### src/hw/rtl/hkr_pkg.sv
`timescale 1ns / 1ps
`default_nettype none
// ----------------------------------------------------------------------------
// hkr_pkg
// Types, keycode constants and the usage-to-keycode ROM for the keyboard
// report decoder.
// ----------------------------------------------------------------------------
package hkr_pkg;

    // Held-usage list and report geometry
    localparam int HELD_KEY_SLOTS = 4;
    localparam int HELD_IDX_W     = $clog2(HELD_KEY_SLOTS);
    localparam int HELD_CNT_W     = $clog2(HELD_KEY_SLOTS + 1);
    localparam int REPORT_SLOTS   = 4;

    // Event kinds
    localparam logic [1:0] KIND_PLAIN   = 2'd0;
    localparam logic [1:0] KIND_SHIFT   = 2'd1;
    localparam logic [1:0] KIND_CTRL    = 2'd2;
    localparam logic [1:0] KIND_LITERAL = 2'd3;

    // Keycodes with special handling
    localparam logic [7:0] KC_ENTER     = 8'h1C;
    localparam logic [7:0] KC_CAPS_LOCK = 8'h3A;
    localparam logic [7:0] KC_BACKSPACE = 8'h0E;
    localparam logic [7:0] KC_TAB       = 8'h0F;
    localparam logic [7:0] KC_PAUSE     = 8'h77;

    // Literal character codes
    localparam logic [7:0] CH_CR  = 8'd13;
    localparam logic [7:0] CH_BS  = 8'd8;
    localparam logic [7:0] CH_TAB = 8'd9;

    // Modifier byte values that act
    localparam logic [7:0] MOD_LSHIFT = 8'h02;
    localparam logic [7:0] MOD_RSHIFT = 8'h20;
    localparam logic [7:0] MOD_LCTRL  = 8'h01;
    localparam logic [7:0] MOD_RCTRL  = 8'h10;

    // One keyboard report
    typedef struct packed {
        logic [7:0] modifier_byte;
        logic [7:0] key_slot_0;
        logic [7:0] key_slot_1;
        logic [7:0] key_slot_2;
        logic [7:0] key_slot_3;
    } t_report;

    // One key event
    typedef struct packed {
        logic [7:0] code_value;
        logic [1:0] code_kind;
        logic       last_of_report;
    } t_event;

    // Decoder result for one report: events per slot and next state
    typedef struct packed {
        logic [REPORT_SLOTS-1:0]            ev_mask;
        logic [REPORT_SLOTS-1:0][7:0]       ev_value;
        logic [REPORT_SLOTS-1:0][1:0]       ev_kind;
        logic [HELD_KEY_SLOTS-1:0][7:0]     held_keys;
        logic [HELD_CNT_W-1:0]              held_count;
        logic                               caps_lock_on;
    } t_decode;

    // Usage-to-keycode ROM
    localparam logic [7:0] USAGE_ROM [256] = '{
          8'd0,   8'd0,   8'd0,   8'd0,  8'd30,  8'd48,  8'd46,  8'd32,  8'd18,  8'd33,
         8'd34,  8'd35,  8'd23,  8'd36,  8'd37,  8'd38,  8'd50,  8'd49,  8'd24,  8'd25,
         8'd16,  8'd19,  8'd31,  8'd20,  8'd22,  8'd47,  8'd17,  8'd45,  8'd21,  8'd44,
          8'd2,   8'd3,   8'd4,   8'd5,   8'd6,   8'd7,   8'd8,   8'd9,  8'd10,  8'd11,
         8'd28,   8'd1,  8'd14,  8'd15,  8'd57,  8'd12,  8'd13,  8'd26,  8'd27,  8'd43,
         8'd84,  8'd39,  8'd40,  8'd41,  8'd51,  8'd52,  8'd53,  8'd58,  8'd59,  8'd60,
         8'd61,  8'd62,  8'd63,  8'd64,  8'd65,  8'd66,  8'd67,  8'd68,  8'd87,  8'd88,
         8'd99,  8'd70, 8'd119, 8'd110, 8'd102, 8'd104, 8'd111, 8'd107, 8'd109, 8'd106,
        8'd105, 8'd108, 8'd103,  8'd69,  8'd98,  8'd55,  8'd74,  8'd78,  8'd96,  8'd79,
         8'd80,  8'd81,  8'd75,  8'd76,  8'd77,  8'd71,  8'd72,  8'd73,  8'd82,  8'd83,
         8'd86, 8'd127, 8'd116, 8'd117,  8'd85,  8'd89,  8'd90,  8'd91,  8'd92,  8'd93,
         8'd94,  8'd95, 8'd120, 8'd121, 8'd122, 8'd123, 8'd134, 8'd138, 8'd130, 8'd132,
        8'd128, 8'd129, 8'd131, 8'd137, 8'd133, 8'd135, 8'd136, 8'd113, 8'd115, 8'd114,
          8'd0,   8'd0,   8'd0, 8'd124,   8'd0, 8'd181, 8'd182, 8'd183, 8'd184, 8'd185,
        8'd186, 8'd187, 8'd188, 8'd189, 8'd190, 8'd191, 8'd192, 8'd193, 8'd194, 8'd195,
        8'd196, 8'd197, 8'd198,   8'd0,   8'd0,   8'd0,   8'd0,   8'd0,   8'd0,   8'd0,
          8'd0,   8'd0,   8'd0,   8'd0,   8'd0,   8'd0,   8'd0,   8'd0,   8'd0,   8'd0,
          8'd0,   8'd0,   8'd0,   8'd0,   8'd0,   8'd0,   8'd0,   8'd0,   8'd0,   8'd0,
          8'd0,   8'd0,   8'd0,   8'd0,   8'd0,   8'd0,   8'd0,   8'd0,   8'd0,   8'd0,
          8'd0,   8'd0,   8'd0,   8'd0,   8'd0,   8'd0,   8'd0,   8'd0,   8'd0,   8'd0,
          8'd0,   8'd0,   8'd0,   8'd0,   8'd0,   8'd0,   8'd0,   8'd0,   8'd0,   8'd0,
          8'd0,   8'd0,   8'd0,   8'd0,   8'd0,   8'd0,   8'd0,   8'd0,   8'd0,   8'd0,
          8'd0,   8'd0,   8'd0,   8'd0,  8'd29,  8'd42,  8'd56, 8'd125,  8'd97,  8'd54,
        8'd100, 8'd126, 8'd164, 8'd166, 8'd165, 8'd163, 8'd161, 8'd115, 8'd114, 8'd113,
        8'd150, 8'd158, 8'd159, 8'd128, 8'd136, 8'd177, 8'd178, 8'd176, 8'd142, 8'd152,
        8'd173, 8'd140,   8'd0,   8'd0,   8'd0,   8'd0
    };

endpackage
`default_nettype wire

### src/hw/rtl/hkr_decode.sv
`timescale 1ns / 1ps
`default_nettype none
// ----------------------------------------------------------------------------
// hkr_decode
// Combinational decode of one report: releases held usages that are gone,
// adds new ones, and works out up to one key event per usage slot.
// ----------------------------------------------------------------------------
module hkr_decode (
    input  wire hkr_pkg::t_report                                   i_report,
    input  wire logic [hkr_pkg::HELD_KEY_SLOTS-1:0][7:0]            i_held_keys,
    input  wire logic [hkr_pkg::HELD_CNT_W-1:0]                     i_held_count,
    input  wire logic                                               i_caps_lock_on,
    output hkr_pkg::t_decode                                        o_dec
);

    always_comb begin
        logic [hkr_pkg::REPORT_SLOTS-1:0][7:0]   slot;
        logic [hkr_pkg::HELD_KEY_SLOTS-1:0][7:0] h;
        logic [hkr_pkg::HELD_CNT_W-1:0]          c;
        logic                                    present;
        logic                                    active;
        logic                                    found;
        logic                                    caps;
        logic [7:0]                              code;
        logic [7:0]                              spec;

        slot[0] = i_report.key_slot_0;
        slot[1] = i_report.key_slot_1;
        slot[2] = i_report.key_slot_2;
        slot[3] = i_report.key_slot_3;

        o_dec = '0;

        // Release: keep held usages seen in any slot, packed to the front.
        // Only list membership and count matter downstream, so order is free.
        h = i_held_keys;
        c = '0;
        for (int k = 0; k < hkr_pkg::HELD_KEY_SLOTS; k++) begin
            present = 1'b0;
            for (int j = 0; j < hkr_pkg::REPORT_SLOTS; j++) begin
                if (i_held_keys[k] == slot[j]) begin
                    present = 1'b1;
                end
            end
            if ((hkr_pkg::HELD_CNT_W'(k) < i_held_count) && present) begin
                h[c[hkr_pkg::HELD_IDX_W-1:0]] = i_held_keys[k];
                c = c + 1'b1;
            end
        end

        // Press: walk slots up to the first empty one
        active = 1'b1;
        caps   = i_caps_lock_on;
        for (int i = 0; i < hkr_pkg::REPORT_SLOTS; i++) begin
            if (slot[i] == 8'd0) begin
                active = 1'b0;
            end
            found = 1'b0;
            for (int k = 0; k < hkr_pkg::HELD_KEY_SLOTS; k++) begin
                if ((hkr_pkg::HELD_CNT_W'(k) < c) && (h[k] == slot[i])) begin
                    found = 1'b1;
                end
            end
            code = hkr_pkg::USAGE_ROM[slot[i]];
            spec = (i == 0) ? i_report.modifier_byte : 8'd0;

            if (active && !found) begin
                // Add to the held list while there is room
                if (c < hkr_pkg::HELD_CNT_W'(hkr_pkg::HELD_KEY_SLOTS)) begin
                    h[c[hkr_pkg::HELD_IDX_W-1:0]] = slot[i];
                    c = c + 1'b1;
                end
                if (code != 8'd0) begin
                    o_dec.ev_value[i] = code;
                    if (spec != 8'd0) begin
                        // Only an exact shift or ctrl value sends the key
                        if ((spec == hkr_pkg::MOD_LSHIFT) || (spec == hkr_pkg::MOD_RSHIFT)) begin
                            o_dec.ev_mask[i] = 1'b1;
                            o_dec.ev_kind[i] = hkr_pkg::KIND_SHIFT;
                        end else if ((spec == hkr_pkg::MOD_LCTRL) ||
                                     (spec == hkr_pkg::MOD_RCTRL)) begin
                            o_dec.ev_mask[i] = 1'b1;
                            o_dec.ev_kind[i] = hkr_pkg::KIND_CTRL;
                        end
                    end else begin
                        case (code)
                            hkr_pkg::KC_ENTER: begin
                                o_dec.ev_mask[i]  = 1'b1;
                                o_dec.ev_value[i] = hkr_pkg::CH_CR;
                                o_dec.ev_kind[i]  = hkr_pkg::KIND_LITERAL;
                            end
                            hkr_pkg::KC_CAPS_LOCK: begin
                                caps = !caps;
                            end
                            hkr_pkg::KC_BACKSPACE: begin
                                o_dec.ev_mask[i]  = 1'b1;
                                o_dec.ev_value[i] = hkr_pkg::CH_BS;
                                o_dec.ev_kind[i]  = hkr_pkg::KIND_LITERAL;
                            end
                            hkr_pkg::KC_TAB: begin
                                o_dec.ev_mask[i]  = 1'b1;
                                o_dec.ev_value[i] = hkr_pkg::CH_TAB;
                                o_dec.ev_kind[i]  = hkr_pkg::KIND_LITERAL;
                            end
                            hkr_pkg::KC_PAUSE: begin
                                // ignored
                            end
                            default: begin
                                o_dec.ev_mask[i] = 1'b1;
                                o_dec.ev_kind[i] = caps ? hkr_pkg::KIND_SHIFT
                                                        : hkr_pkg::KIND_PLAIN;
                            end
                        endcase
                    end
                end
            end
        end

        o_dec.held_keys    = h;
        o_dec.held_count   = c;
        o_dec.caps_lock_on = caps;
    end

endmodule
`default_nettype wire

### src/hw/rtl/hkr_event_buf.sv
`timescale 1ns / 1ps
`default_nettype none
// ----------------------------------------------------------------------------
// hkr_event_buf
// Holds the events of one report and sends them one per transfer, in slot
// order, marking the final one.
// ----------------------------------------------------------------------------
module hkr_event_buf (
    input  wire logic                                       i_clk,
    input  wire logic                                       i_rst_n,
    input  wire logic                                       i_load,
    input  wire logic [hkr_pkg::REPORT_SLOTS-1:0]           i_mask,
    input  wire logic [hkr_pkg::REPORT_SLOTS-1:0][7:0]      i_value,
    input  wire logic [hkr_pkg::REPORT_SLOTS-1:0][1:0]      i_kind,
    output logic                                            o_can_load,
    output logic                                            o_valid,
    input  wire logic                                       i_ready,
    output hkr_pkg::t_event                                 o_event
);

    logic [hkr_pkg::REPORT_SLOTS-1:0]      r_mask;
    logic [hkr_pkg::REPORT_SLOTS-1:0]      n_mask;
    logic [hkr_pkg::REPORT_SLOTS-1:0][7:0] r_value;
    logic [hkr_pkg::REPORT_SLOTS-1:0][1:0] r_kind;
    logic [hkr_pkg::REPORT_SLOTS-1:0]      low_bit;
    logic                                  pop;

    // Lowest pending slot
    always_comb begin
        low_bit = '0;
        for (int i = hkr_pkg::REPORT_SLOTS - 1; i >= 0; i--) begin
            if (r_mask[i]) begin
                low_bit    = '0;
                low_bit[i] = 1'b1;
            end
        end
    end

    assign o_valid = |r_mask;
    assign pop     = o_valid && i_ready;

    // Room for a new report once the last pending event goes out
    assign o_can_load = ((r_mask & ~low_bit) == '0) && (!o_valid || i_ready);

    // Output mux
    always_comb begin
        o_event = '0;
        for (int i = 0; i < hkr_pkg::REPORT_SLOTS; i++) begin
            if (low_bit[i]) begin
                o_event.code_value = r_value[i];
                o_event.code_kind  = r_kind[i];
            end
        end
        o_event.last_of_report = ((r_mask & ~low_bit) == '0);
    end

    always_comb begin
        n_mask = r_mask;
        if (pop) begin
            n_mask = r_mask & ~low_bit;
        end
        if (i_load) begin
            n_mask = i_mask;
        end
    end

    // Control
    always_ff @(posedge i_clk) begin
        if (!i_rst_n) begin
            r_mask <= '0;
        end else begin
            r_mask <= n_mask;
        end
    end

    // Payload
    always_ff @(posedge i_clk) begin
        if (i_load) begin
            r_value <= i_value;
            r_kind  <= i_kind;
        end
    end

endmodule
`default_nettype wire

### src/hw/rtl/hid_keyboard_report_decoder.sv
`timescale 1ns / 1ps
`default_nettype none
// ----------------------------------------------------------------------------
// hid_keyboard_report_decoder
// Boot-keyboard report decoder: tracks held usages and emits key events.
// ----------------------------------------------------------------------------
// Usage:
//   Input channel (i_in_valid / o_in_ready / i_in_report) takes one report
//   per transfer: modifier byte and four usage bytes.
//   Output channel (o_out_valid / i_out_ready / o_out_event) gives zero to
//   four key events per report, in slot order; last_of_report marks the
//   final event of a report. A report with no events gives no transfer.
//   A report is registered on acceptance and decoded from that register;
//   once the event buffer can load, held list and caps lock update and its
//   events load into the event buffer, which offers the first event.
//   Events leave one per cycle while the receiver is ready; the event
//   buffer sets the rate.
//   The next report loads as the previous report's last event goes out.
//   When the receiver stalls, the event buffer holds, then the input
//   register fills and o_in_ready drops.
//   Reset (synchronous, active low) empties the buffers, clears the held
//   count and turns caps lock off.
// ----------------------------------------------------------------------------
module hid_keyboard_report_decoder (
    input  wire logic               i_clk,
    input  wire logic               i_rst_n,
    input  wire logic               i_in_valid,
    output logic                    o_in_ready,
    input  wire hkr_pkg::t_report   i_in_report,
    output logic                    o_out_valid,
    input  wire logic               i_out_ready,
    output hkr_pkg::t_event         o_out_event
);

    logic                                        r_in_valid;
    logic                                        n_in_valid;
    hkr_pkg::t_report                            r_in;
    logic [hkr_pkg::HELD_KEY_SLOTS-1:0][7:0]     r_held_keys;
    logic [hkr_pkg::HELD_CNT_W-1:0]              r_held_count;
    logic                                        r_caps_lock_on;
    hkr_pkg::t_decode                            dec;
    logic                                        can_load;
    logic                                        load;
    logic                                        in_xfer;

    // Input register handshake
    assign load       = r_in_valid && can_load;
    assign o_in_ready = !r_in_valid || load;
    assign in_xfer    = i_in_valid && o_in_ready;

    always_comb begin
        n_in_valid = r_in_valid;
        if (load) begin
            n_in_valid = 1'b0;
        end
        if (in_xfer) begin
            n_in_valid = 1'b1;
        end
    end

    always_ff @(posedge i_clk) begin
        if (!i_rst_n) begin
            r_in_valid <= 1'b0;
        end else begin
            r_in_valid <= n_in_valid;
        end
    end

    always_ff @(posedge i_clk) begin
        if (in_xfer) begin
            r_in <= i_in_report;
        end
    end

    // Report decode
    hkr_decode u_decode (
        .i_report       (r_in),
        .i_held_keys    (r_held_keys),
        .i_held_count   (r_held_count),
        .i_caps_lock_on (r_caps_lock_on),
        .o_dec          (dec)
    );

    // Keyboard state, updated when a report is consumed
    always_ff @(posedge i_clk) begin
        if (!i_rst_n) begin
            r_held_count   <= '0;
            r_caps_lock_on <= 1'b0;
        end else if (load) begin
            r_held_count   <= dec.held_count;
            r_caps_lock_on <= dec.caps_lock_on;
        end
    end

    always_ff @(posedge i_clk) begin
        if (load) begin
            r_held_keys <= dec.held_keys;
        end
    end

    // Event buffer
    hkr_event_buf u_event_buf (
        .i_clk      (i_clk),
        .i_rst_n    (i_rst_n),
        .i_load     (load),
        .i_mask     (dec.ev_mask),
        .i_value    (dec.ev_value),
        .i_kind     (dec.ev_kind),
        .o_can_load (can_load),
        .o_valid    (o_out_valid),
        .i_ready    (i_out_ready),
        .o_event    (o_out_event)
    );

endmodule
`default_nettype wire

### config.mk
export PLATFORM = sky130hd
export DESIGN_NAME = hid_keyboard_report_decoder
export DESIGN_NICKNAME = d
export VERILOG_FILES = /design/src/hw/rtl/hkr_pkg.sv /design/src/hw/rtl/hkr_decode.sv /design/src/hw/rtl/hkr_event_buf.sv /design/src/hw/rtl/hid_keyboard_report_decoder.sv
export SDC_FILE = /design/constraint.sdc
export NUM_CORES = 1
export LEC_CHECK = 0
export BUFFER_PORTS_ARGS = -buffer_cell sky130_fd_sc_hd__buf_2
export CAP_MARGIN = 20
export CELL_PAD_IN_SITES_DETAIL_PLACEMENT = 0
export CELL_PAD_IN_SITES_GLOBAL_PLACEMENT = 2
export CORE_UTILIZATION = 39
export DETAILED_ROUTE_END_ITERATION = 8
export PLACE_DENSITY_LB_ADDON = 0.1
export SLEW_MARGIN = 20
export SYNTH_ARGS = -nofsm -noshare
export SYNTH_HDL_FRONTEND = slang
export SYNTH_SLANG_ARGS = --single-unit
### constraint.sdc
create_clock -name i_clk -period 11.5 [get_ports i_clk]
set_input_delay 0 -clock i_clk [delete_from_list [all_inputs] [get_ports i_clk]]
set_output_delay 0 -clock i_clk [all_outputs]
set_load 0.01 [all_outputs]
==> Yosys cells after proc, flatten, opt, wreduce, memory -nomap -nowiden <==
Memories as Yosys holds them, arrays and structs flattened.
Cells that the tools add are included.
{ "op_classes": {"bitwise": 6, "n_reduce_logical": 74, "n_eq_ne": 56, "n_lt_le_gt_ge": 42, "addsub": 7, "muxes": 144} }
{ "ops": {"columns": ["op", "count"], "rows": [
  ["two-way mux 32 bit", 11],
  ["== test 8 bit", 32],
  ["bitwise mux 32 bit", 7],
  ["two-way mux 8 bit", 16],
  ["demux 8 bit (select 2 bit)", 7],
  ["one-hot mux 8 bit (3 select lines)", 4],
  ["two-way mux 1 bit", 71],
  ["== test 8 x 4 -> 1 bit, second input constant", 8],
  ["== test 8 x 5 -> 1 bit, second input constant", 5],
  ["== test 8 x 6 -> 1 bit, second input constant", 5],
  ["two-way mux 10 bit", 4],
  ["nonzero test 8 bit", 5],
  [">= comparator 9 bit, second input constant", 4],
  ["NOT 8 -> 9 bit", 4],
  ["logical AND 1 bit", 35],
  ["two-way mux 3 bit", 11],
  ["== test 8 x 7 -> 1 bit, second input constant", 4],
  ["zero test 8 bit", 4],
  ["< comparator 1 x 3 -> 1 bit, first input constant", 10],
  ["< comparator 2 x 3 -> 1 bit, first input constant", 10],
  ["two-way mux 4 bit", 6],
  ["adder 3 x 1 -> 3 bit, second input constant", 6],
  ["< comparator 2 x 3 -> 1 bit, second input constant", 6],
  ["one-hot mux 2 bit (2 select lines)", 4],
  ["18 further kinds", 50]
]} }
{ "word_totals": {"mem_bits_ro": 8192, "n_memories": 4, "input_bits": 44, "reg_bits": 121} }
{ "mem_list": {"columns": ["name", "depth", "word_bits", "rd", "rd_clocked_by_memory_dff", "wr", "line", "text"], "rows": [
  ["(name not given)", 256, 8, 1, 0, 0, "hkr_decode.sv:64", "code = hkr_pkg::USAGE_ROM[slot[i]];"],
  ["(name not given)", 256, 8, 1, 0, 0, "hkr_decode.sv:64", null],
  ["(name not given)", 256, 8, 1, 0, 0, "hkr_decode.sv:64", null],
  ["(name not given)", 256, 8, 1, 0, 0, "hkr_decode.sv:64", null]
]} }

==> Depth between registers and ports, before layout <==
{ "depth": {"ltp_word": 54, "mapped_depth": 42, "depth_no_buf": 34} }

==> By module <==
A second synthesis with hierarchy kept.
{ "unflattened": {"cells_unflattened": 2688, "area_unflattened_um2": 19866.6} }
{ "modules_own_cells": {"columns": ["mod", "area_per_inst_um2", "seq_area_each_um2", "cells_each", "n_inst"], "rows": [
  ["hkr_decode", 15801.4, 0.0, 2487, 1],
  ["hid_keyboard_report_decoder", 2359.8, 2262.2, 95, 1],
  ["hkr_event_buf", 1705.4, 1281.2, 106, 1]
]} }

==> Worst setup path before layout <==
OpenSTA, ideal clock, no wires.
{ "synth_timing": {"path_kind": "register to register", "start": "register r_in[26] in the netlist's numbering", "end": "register r_held_keys[11] in the netlist's numbering (data pin)", "period_less_slack_ns": 8.817, "t_arrival_ns": 8.557, "n_path_buf": 7, "stages_incl_launch_ff": 39, "slack_ns": 2.683, "setup_ns": 0.260, "path_cell_list": "edfxtp_1 -> buf_2 -> xor2_1 -> nor4_1 -> nand2_1 -> and4_1 -> clkbuf_1 -> nor2_1 -> ha_1 -> xnor2_1 -> inv_1 -> ha_1 -> clkbuf_1 -> inv_1 -> o21ai_1 -> a211oi_1 -> o21ai_0 -> nor4b_1 -> [... 3 more ...] -> mux2i_1 -> xnor2_1 -> nor4_2 -> nand3_2 -> buf_6 -> nand2_1 -> buf_4 -> mux2_2 -> o221ai_1 -> o211ai_4 -> nor3_1 -> buf_6 -> mux2i_1 -> xnor2_1 -> a41o_1 -> a211oi_4 -> nand3_4 -> mux2_2"} }
{ "synth_rtl": {"columns": ["element", "line", "text"], "rows": [
  ["start: declaration", "hid_keyboard_report_decoder.sv:37", "hkr_pkg::t_report r_in;"],
  ["start signal: assignment", "hid_keyboard_report_decoder.sv:71", "r_in <= i_in_report;"],
  ["end signal: assignment", "hid_keyboard_report_decoder.sv:97", "r_held_keys <= dec.held_keys;"],
  ["end: declaration", "hid_keyboard_report_decoder.sv:38", "logic [hkr_pkg::HELD_KEY_SLOTS-1:0][7:0] r_held_keys;"]
]} }

==> results by stage <==
Global route:
- For this run the aggregate overflow at the end of global routing stands at 0.
- Global routing used 53.74% of the available met2 tracks.
- The number of antenna violations at the first check in global routing is 2.
- Global routing used 33.39% of the available tracks.
- The first global-routing pass estimated 128,000 µm of wire.
- The via count of the first global-routing pass was 19.45k.
- The maximum number of pins on one net before global-route repair is 81.
- The most used routing layer in global routing is met2.
- In the global route stage, met1 resource usage came out at 44.28%.
- The met3 demand-to-capacity share in global routing is 4.720%.

Timing:
- The final total negative setup slack is 0 ns.
- The transition at the pin with the smallest max-transition slack is 1.115 ns.
- The minimum clock period after layout is 10.96 ns.
- The worst clock skew on the final layout is 0.01842 ns.
- Setup repair after global routing left no endpoint under its margin.
- The highest attainable clock frequency is 91.23 MHz.
- The final-layout worst hold slack is 0.2449 ns.
- The count of pins over their slew limit is 0.
- The post-route clock period utilization is 95.32%.
- The final setup violation count is 0.
- The worst relative slew slack is 24.89%.
- The hold violation total from the final report is 0.

Place:
- At the end of routability-driven placement, the weighted congestion stood at 1.003.
- Once detailed placement completed, the half-perimeter wirelength came to 61,450 µm.
- The number of buffers inserted by port buffering is 56.

Flow run:
- Across the run, the number of max-cap violations was 0.

Logic synthesis:
- In the synthesized netlist, the number of instances is 2,596.
- In the post-synthesis netlist, the biggest area contributors are sky130_fd_sc_hd__edfxtp_1 (17%), sky130_fd_sc_hd__a21oi_1 (6.1%), sky130_fd_sc_hd__ha_1 (6.0%), sky130_fd_sc_hd__xnor2_1 (5.2%), sky130_fd_sc_hd__mux2i_1 (5.0%).
- The most used flip-flop cell after synthesis is sky130_fd_sc_hd__edfxtp_1.
- The area share of the leading cell type in the synthesized netlist is 17.28%.
- The post-synthesis sequential element count is 121.
- The count of flip-flops with a built-in enable after synthesis is 112.
- The Yosys step of the flow raised 0 warnings.
- Sequential cells were found to cover 18.21% of the synthesized design area.
- Averaged over all synthesized cells, the footprint is 7.497 µm².
- The number of nets handed over by synthesis was 2,734.
- The count of cell types in the netlist is 105.
- The post-synthesis instance area is 19,460 µm².
- The post-synthesis async set-or-reset flop share is 0%.
- The cell accounting for the most synthesized area is sky130_fd_sc_hd__edfxtp_1.

Setup path:
- The stage delay of the slowest cell on the critical path is 0.81 ns.
- The maximum fanout along the worst path is 17.
- The endpoint kind of the worst setup timing path is a register.
- For the worst setup path, the data arrival time is 11.16 ns.
- The cell with the biggest individual delay on the critical path is sky130_fd_sc_hd__edfxtp_1.
- The worst setup path is launched from a register.
- The type of the worst setup path is reg -> reg.
- The required arrival time at the worst endpoint is 11.70 ns.

Clock tree:
- The cell sitting at the root of the clock tree is a sky130_fd_sc_hd__clkbuf_16.
- The insertion delay of the later-clocked pin in the worst-skew pair is 0.47 ns.
- No sink is reached through more buffers than the 2 on the longest clock path.
- Counting every sink on the clock net gives 121.
- Clock-pin slew was measured on the worst setup and hold paths at 0.07 ns.
- After clock tree synthesis, the setup repair step added 0 buffers.
- The H-tree was split into 4 levels.
- TritonCTS built the clock tree.
- Counting the buffers created by CTS gives 17.

Final layout:
- Fill cells in the final layout number 5,087.
- The share of post-route cells with drive strength above 1 is 11.20%.
- In the final design database the tool counted 2,660 nets.
- Relative to the synthesized area, the layout overhead comes to 8.345%.
- The antenna cell count is 0.

Floorplanning:
- The area of the core region is 49,050 µm².
- The die covers 50,800 µm².
- The die outline width is 225.4 µm.
- The total number of placement rows is 81.
- The chip height is 225.4 µm.
- Pin placement for this block handled 57 I/O pins.
- The starting utilization of the core area is 39.68%.

Power:
- The cell leakage power is 7.896 nW.
- The worst-case IR drop observed on VDD is 0.06318 mV.
- Dividing total power by cell area gives a power density of 101.3 nW/µm².
- The completed layout was analyzed and its total power is 0.002137 W.

Min path:
- The min-delay analysis places its worst path in the category in -> reg.

Detailed routing:
- The final routed wirelength across all metal layers is 85,890 µm.
- In the routed layout, each cell is associated on average with a via count of 6.520.
- The final route contains 20.86k vias.
- The count of routing violations after the opening detailed-route iteration is 2,338.
- The average wire per standard cell is 26.85 µm.
- The post-route antenna net violation count is 0.
- The post-route DRC violation count is 0.
- The length of the first detailed-routing pass in iterations is 6.

Status:
- The run finished with clean final reports.
[metrics by stage]
| stage | util, % | area, µm² | worst slack, ns | cells |
|---|---|---|---|---|
| after floorplan | - | 19460 | 2.683 | 2596 |
| after global placement | 40.80 | 20010 | 1.018 | 3123 |
| after global routing | 42.99 | 21090 | 0.04111 | 3199 |
| after CTS | 42.99 | 21090 | 0.7519 | 3199 |
| final | 42.99 | 21090 | 0.5384 | 3199 |
| after detailed placement | 40.80 | 20010 | 0.8186 | 3123 |
[report_power, final]
group | leakage, nW | internal [W] | total (W) | switching (W)
clock | 0.309 | 0.000380 | 0.000599 | 0.000219
sequential | 1.14 | 0.000535 | 0.000610 | 0.0000753
combinational | 6.45 | 0.000337 | 0.000928 | 0.000590
total | 7.90 | 0.00125 | 0.00214 | 0.000885
[layout by cell type (no fill, tap or decap), drive strengths merged, types with 17 or more instances in the layout]
cell type / count
a211oi: 55
a21oi: 243
a22oi: 28
a31oi: 24
and2: 23
buf: 126
clkbuf: 17
clkinv: 17
dlygate4sd3: 44
edfxtp: 112
ha: 94
inv: 70
mux2: 51
mux2i: 99
nand2: 249
nand2b: 22
nand3: 55
nand4: 29
nor2: 228
nor2b: 22
nor3: 72
nor4: 44
o211ai: 43
o21ai: 186
o22ai: 37
o311ai: 18
xnor2: 117
xor2: 110
[per-layer routing]
metal,up-vias,wire [µm]
met5,-,10
met4,2,3818
met3,228,5808
met2,1051,39680
met1,10170,36580
li1,9407,-
[worst max-delay path, delay by kind of cell, from the launching register on]
family                   cells  cell delay (ns)
AO/OA/AOI/OAI                9             3.34
XOR/XNOR                     4             1.01
adder cells (fa/ha/maj)      2             0.65
buffers and inverters        2             0.30
flip-flops                   1             0.81
multiplexers                 3             1.16
AND/OR/NAND/NOR             11             3.39
[cell type report]
| class | count | area, µm² | share of cell area, % |
|---|---|---|---|
| Multi-Input combinational cell | 2134 | 14540 | 68.96 |
| Timing Repair Buffer | 170 | 1246 | 5.910 |
| Tap cell | 664 | 830.8 | 3.940 |
| Sequential cell | 121 | 3543 | 16.80 |
| Clock inverter | 15 | 206.4 | 0.9791 |
| Inverter | 78 | 292.8 | 1.388 |
| Clock buffer | 17 | 425.4 | 2.017 |
[path summary, 6_finish.rpt]
kind | cells after the start | start | to | slack, ns
hold reg to reg | 2 | u_event_buf.r_mask[3] | u_event_buf.r_mask[3] | 0.49
setup reg to reg | 31 | r_in[8] | r_held_keys[12] | 0.54
hold / removal | 2 | i_in_report[8] | r_in[8] | 0.24
setup / recovery | 31 | r_in[8] | r_held_keys[12] | 0.54
[cells by family after synthesis]
family	Yosys count	share of synthesized area [%]
adder cells (fa/ha/maj)	96	6.146
multiplexers	162	9.495
flip-flops	121	18.21
AO/OA/AOI/OAI	825	27.91
XOR/XNOR	227	10.29
buffers and inverters	341	7.168
AND/OR/NAND/NOR	824	20.78
[state kept, by name (all words and copies together) (netlist names)]
signal and count:
r_in_valid 1, u_event_buf.r_value 32, r_held_keys 32, u_event_buf.r_kind 8, r_caps_lock_on 1, r_in 40
r_held_count 3, u_event_buf.r_mask 4
[Yosys cell counts, types with 28 or more instances]
master and number:
sky130_fd_sc_hd__a211oi_1 52, sky130_fd_sc_hd__a21oi_1 239, sky130_fd_sc_hd__a22oi_1 28, sky130_fd_sc_hd__buf_1 48, sky130_fd_sc_hd__buf_2 52, sky130_fd_sc_hd__clkbuf_1 152
sky130_fd_sc_hd__edfxtp_1 112, sky130_fd_sc_hd__ha_1 94, sky130_fd_sc_hd__inv_1 64, sky130_fd_sc_hd__mux2_2 50, sky130_fd_sc_hd__mux2i_1 98, sky130_fd_sc_hd__nand2_1 247
sky130_fd_sc_hd__nand3_1 49, sky130_fd_sc_hd__nand4_1 29, sky130_fd_sc_hd__nor2_1 228, sky130_fd_sc_hd__nor3_1 70, sky130_fd_sc_hd__nor4_1 37, sky130_fd_sc_hd__o211ai_1 42
sky130_fd_sc_hd__o21ai_0 181, sky130_fd_sc_hd__o22ai_1 37, sky130_fd_sc_hd__xnor2_1 115, sky130_fd_sc_hd__xor2_1 110
[what timing repair did]
action / CTS / global route
hold buffers: 44 / 0
hold endpoints to repair: 48 / 0
gates resized for setup: 0 / 0
Power figures use the tool's default switching activity.
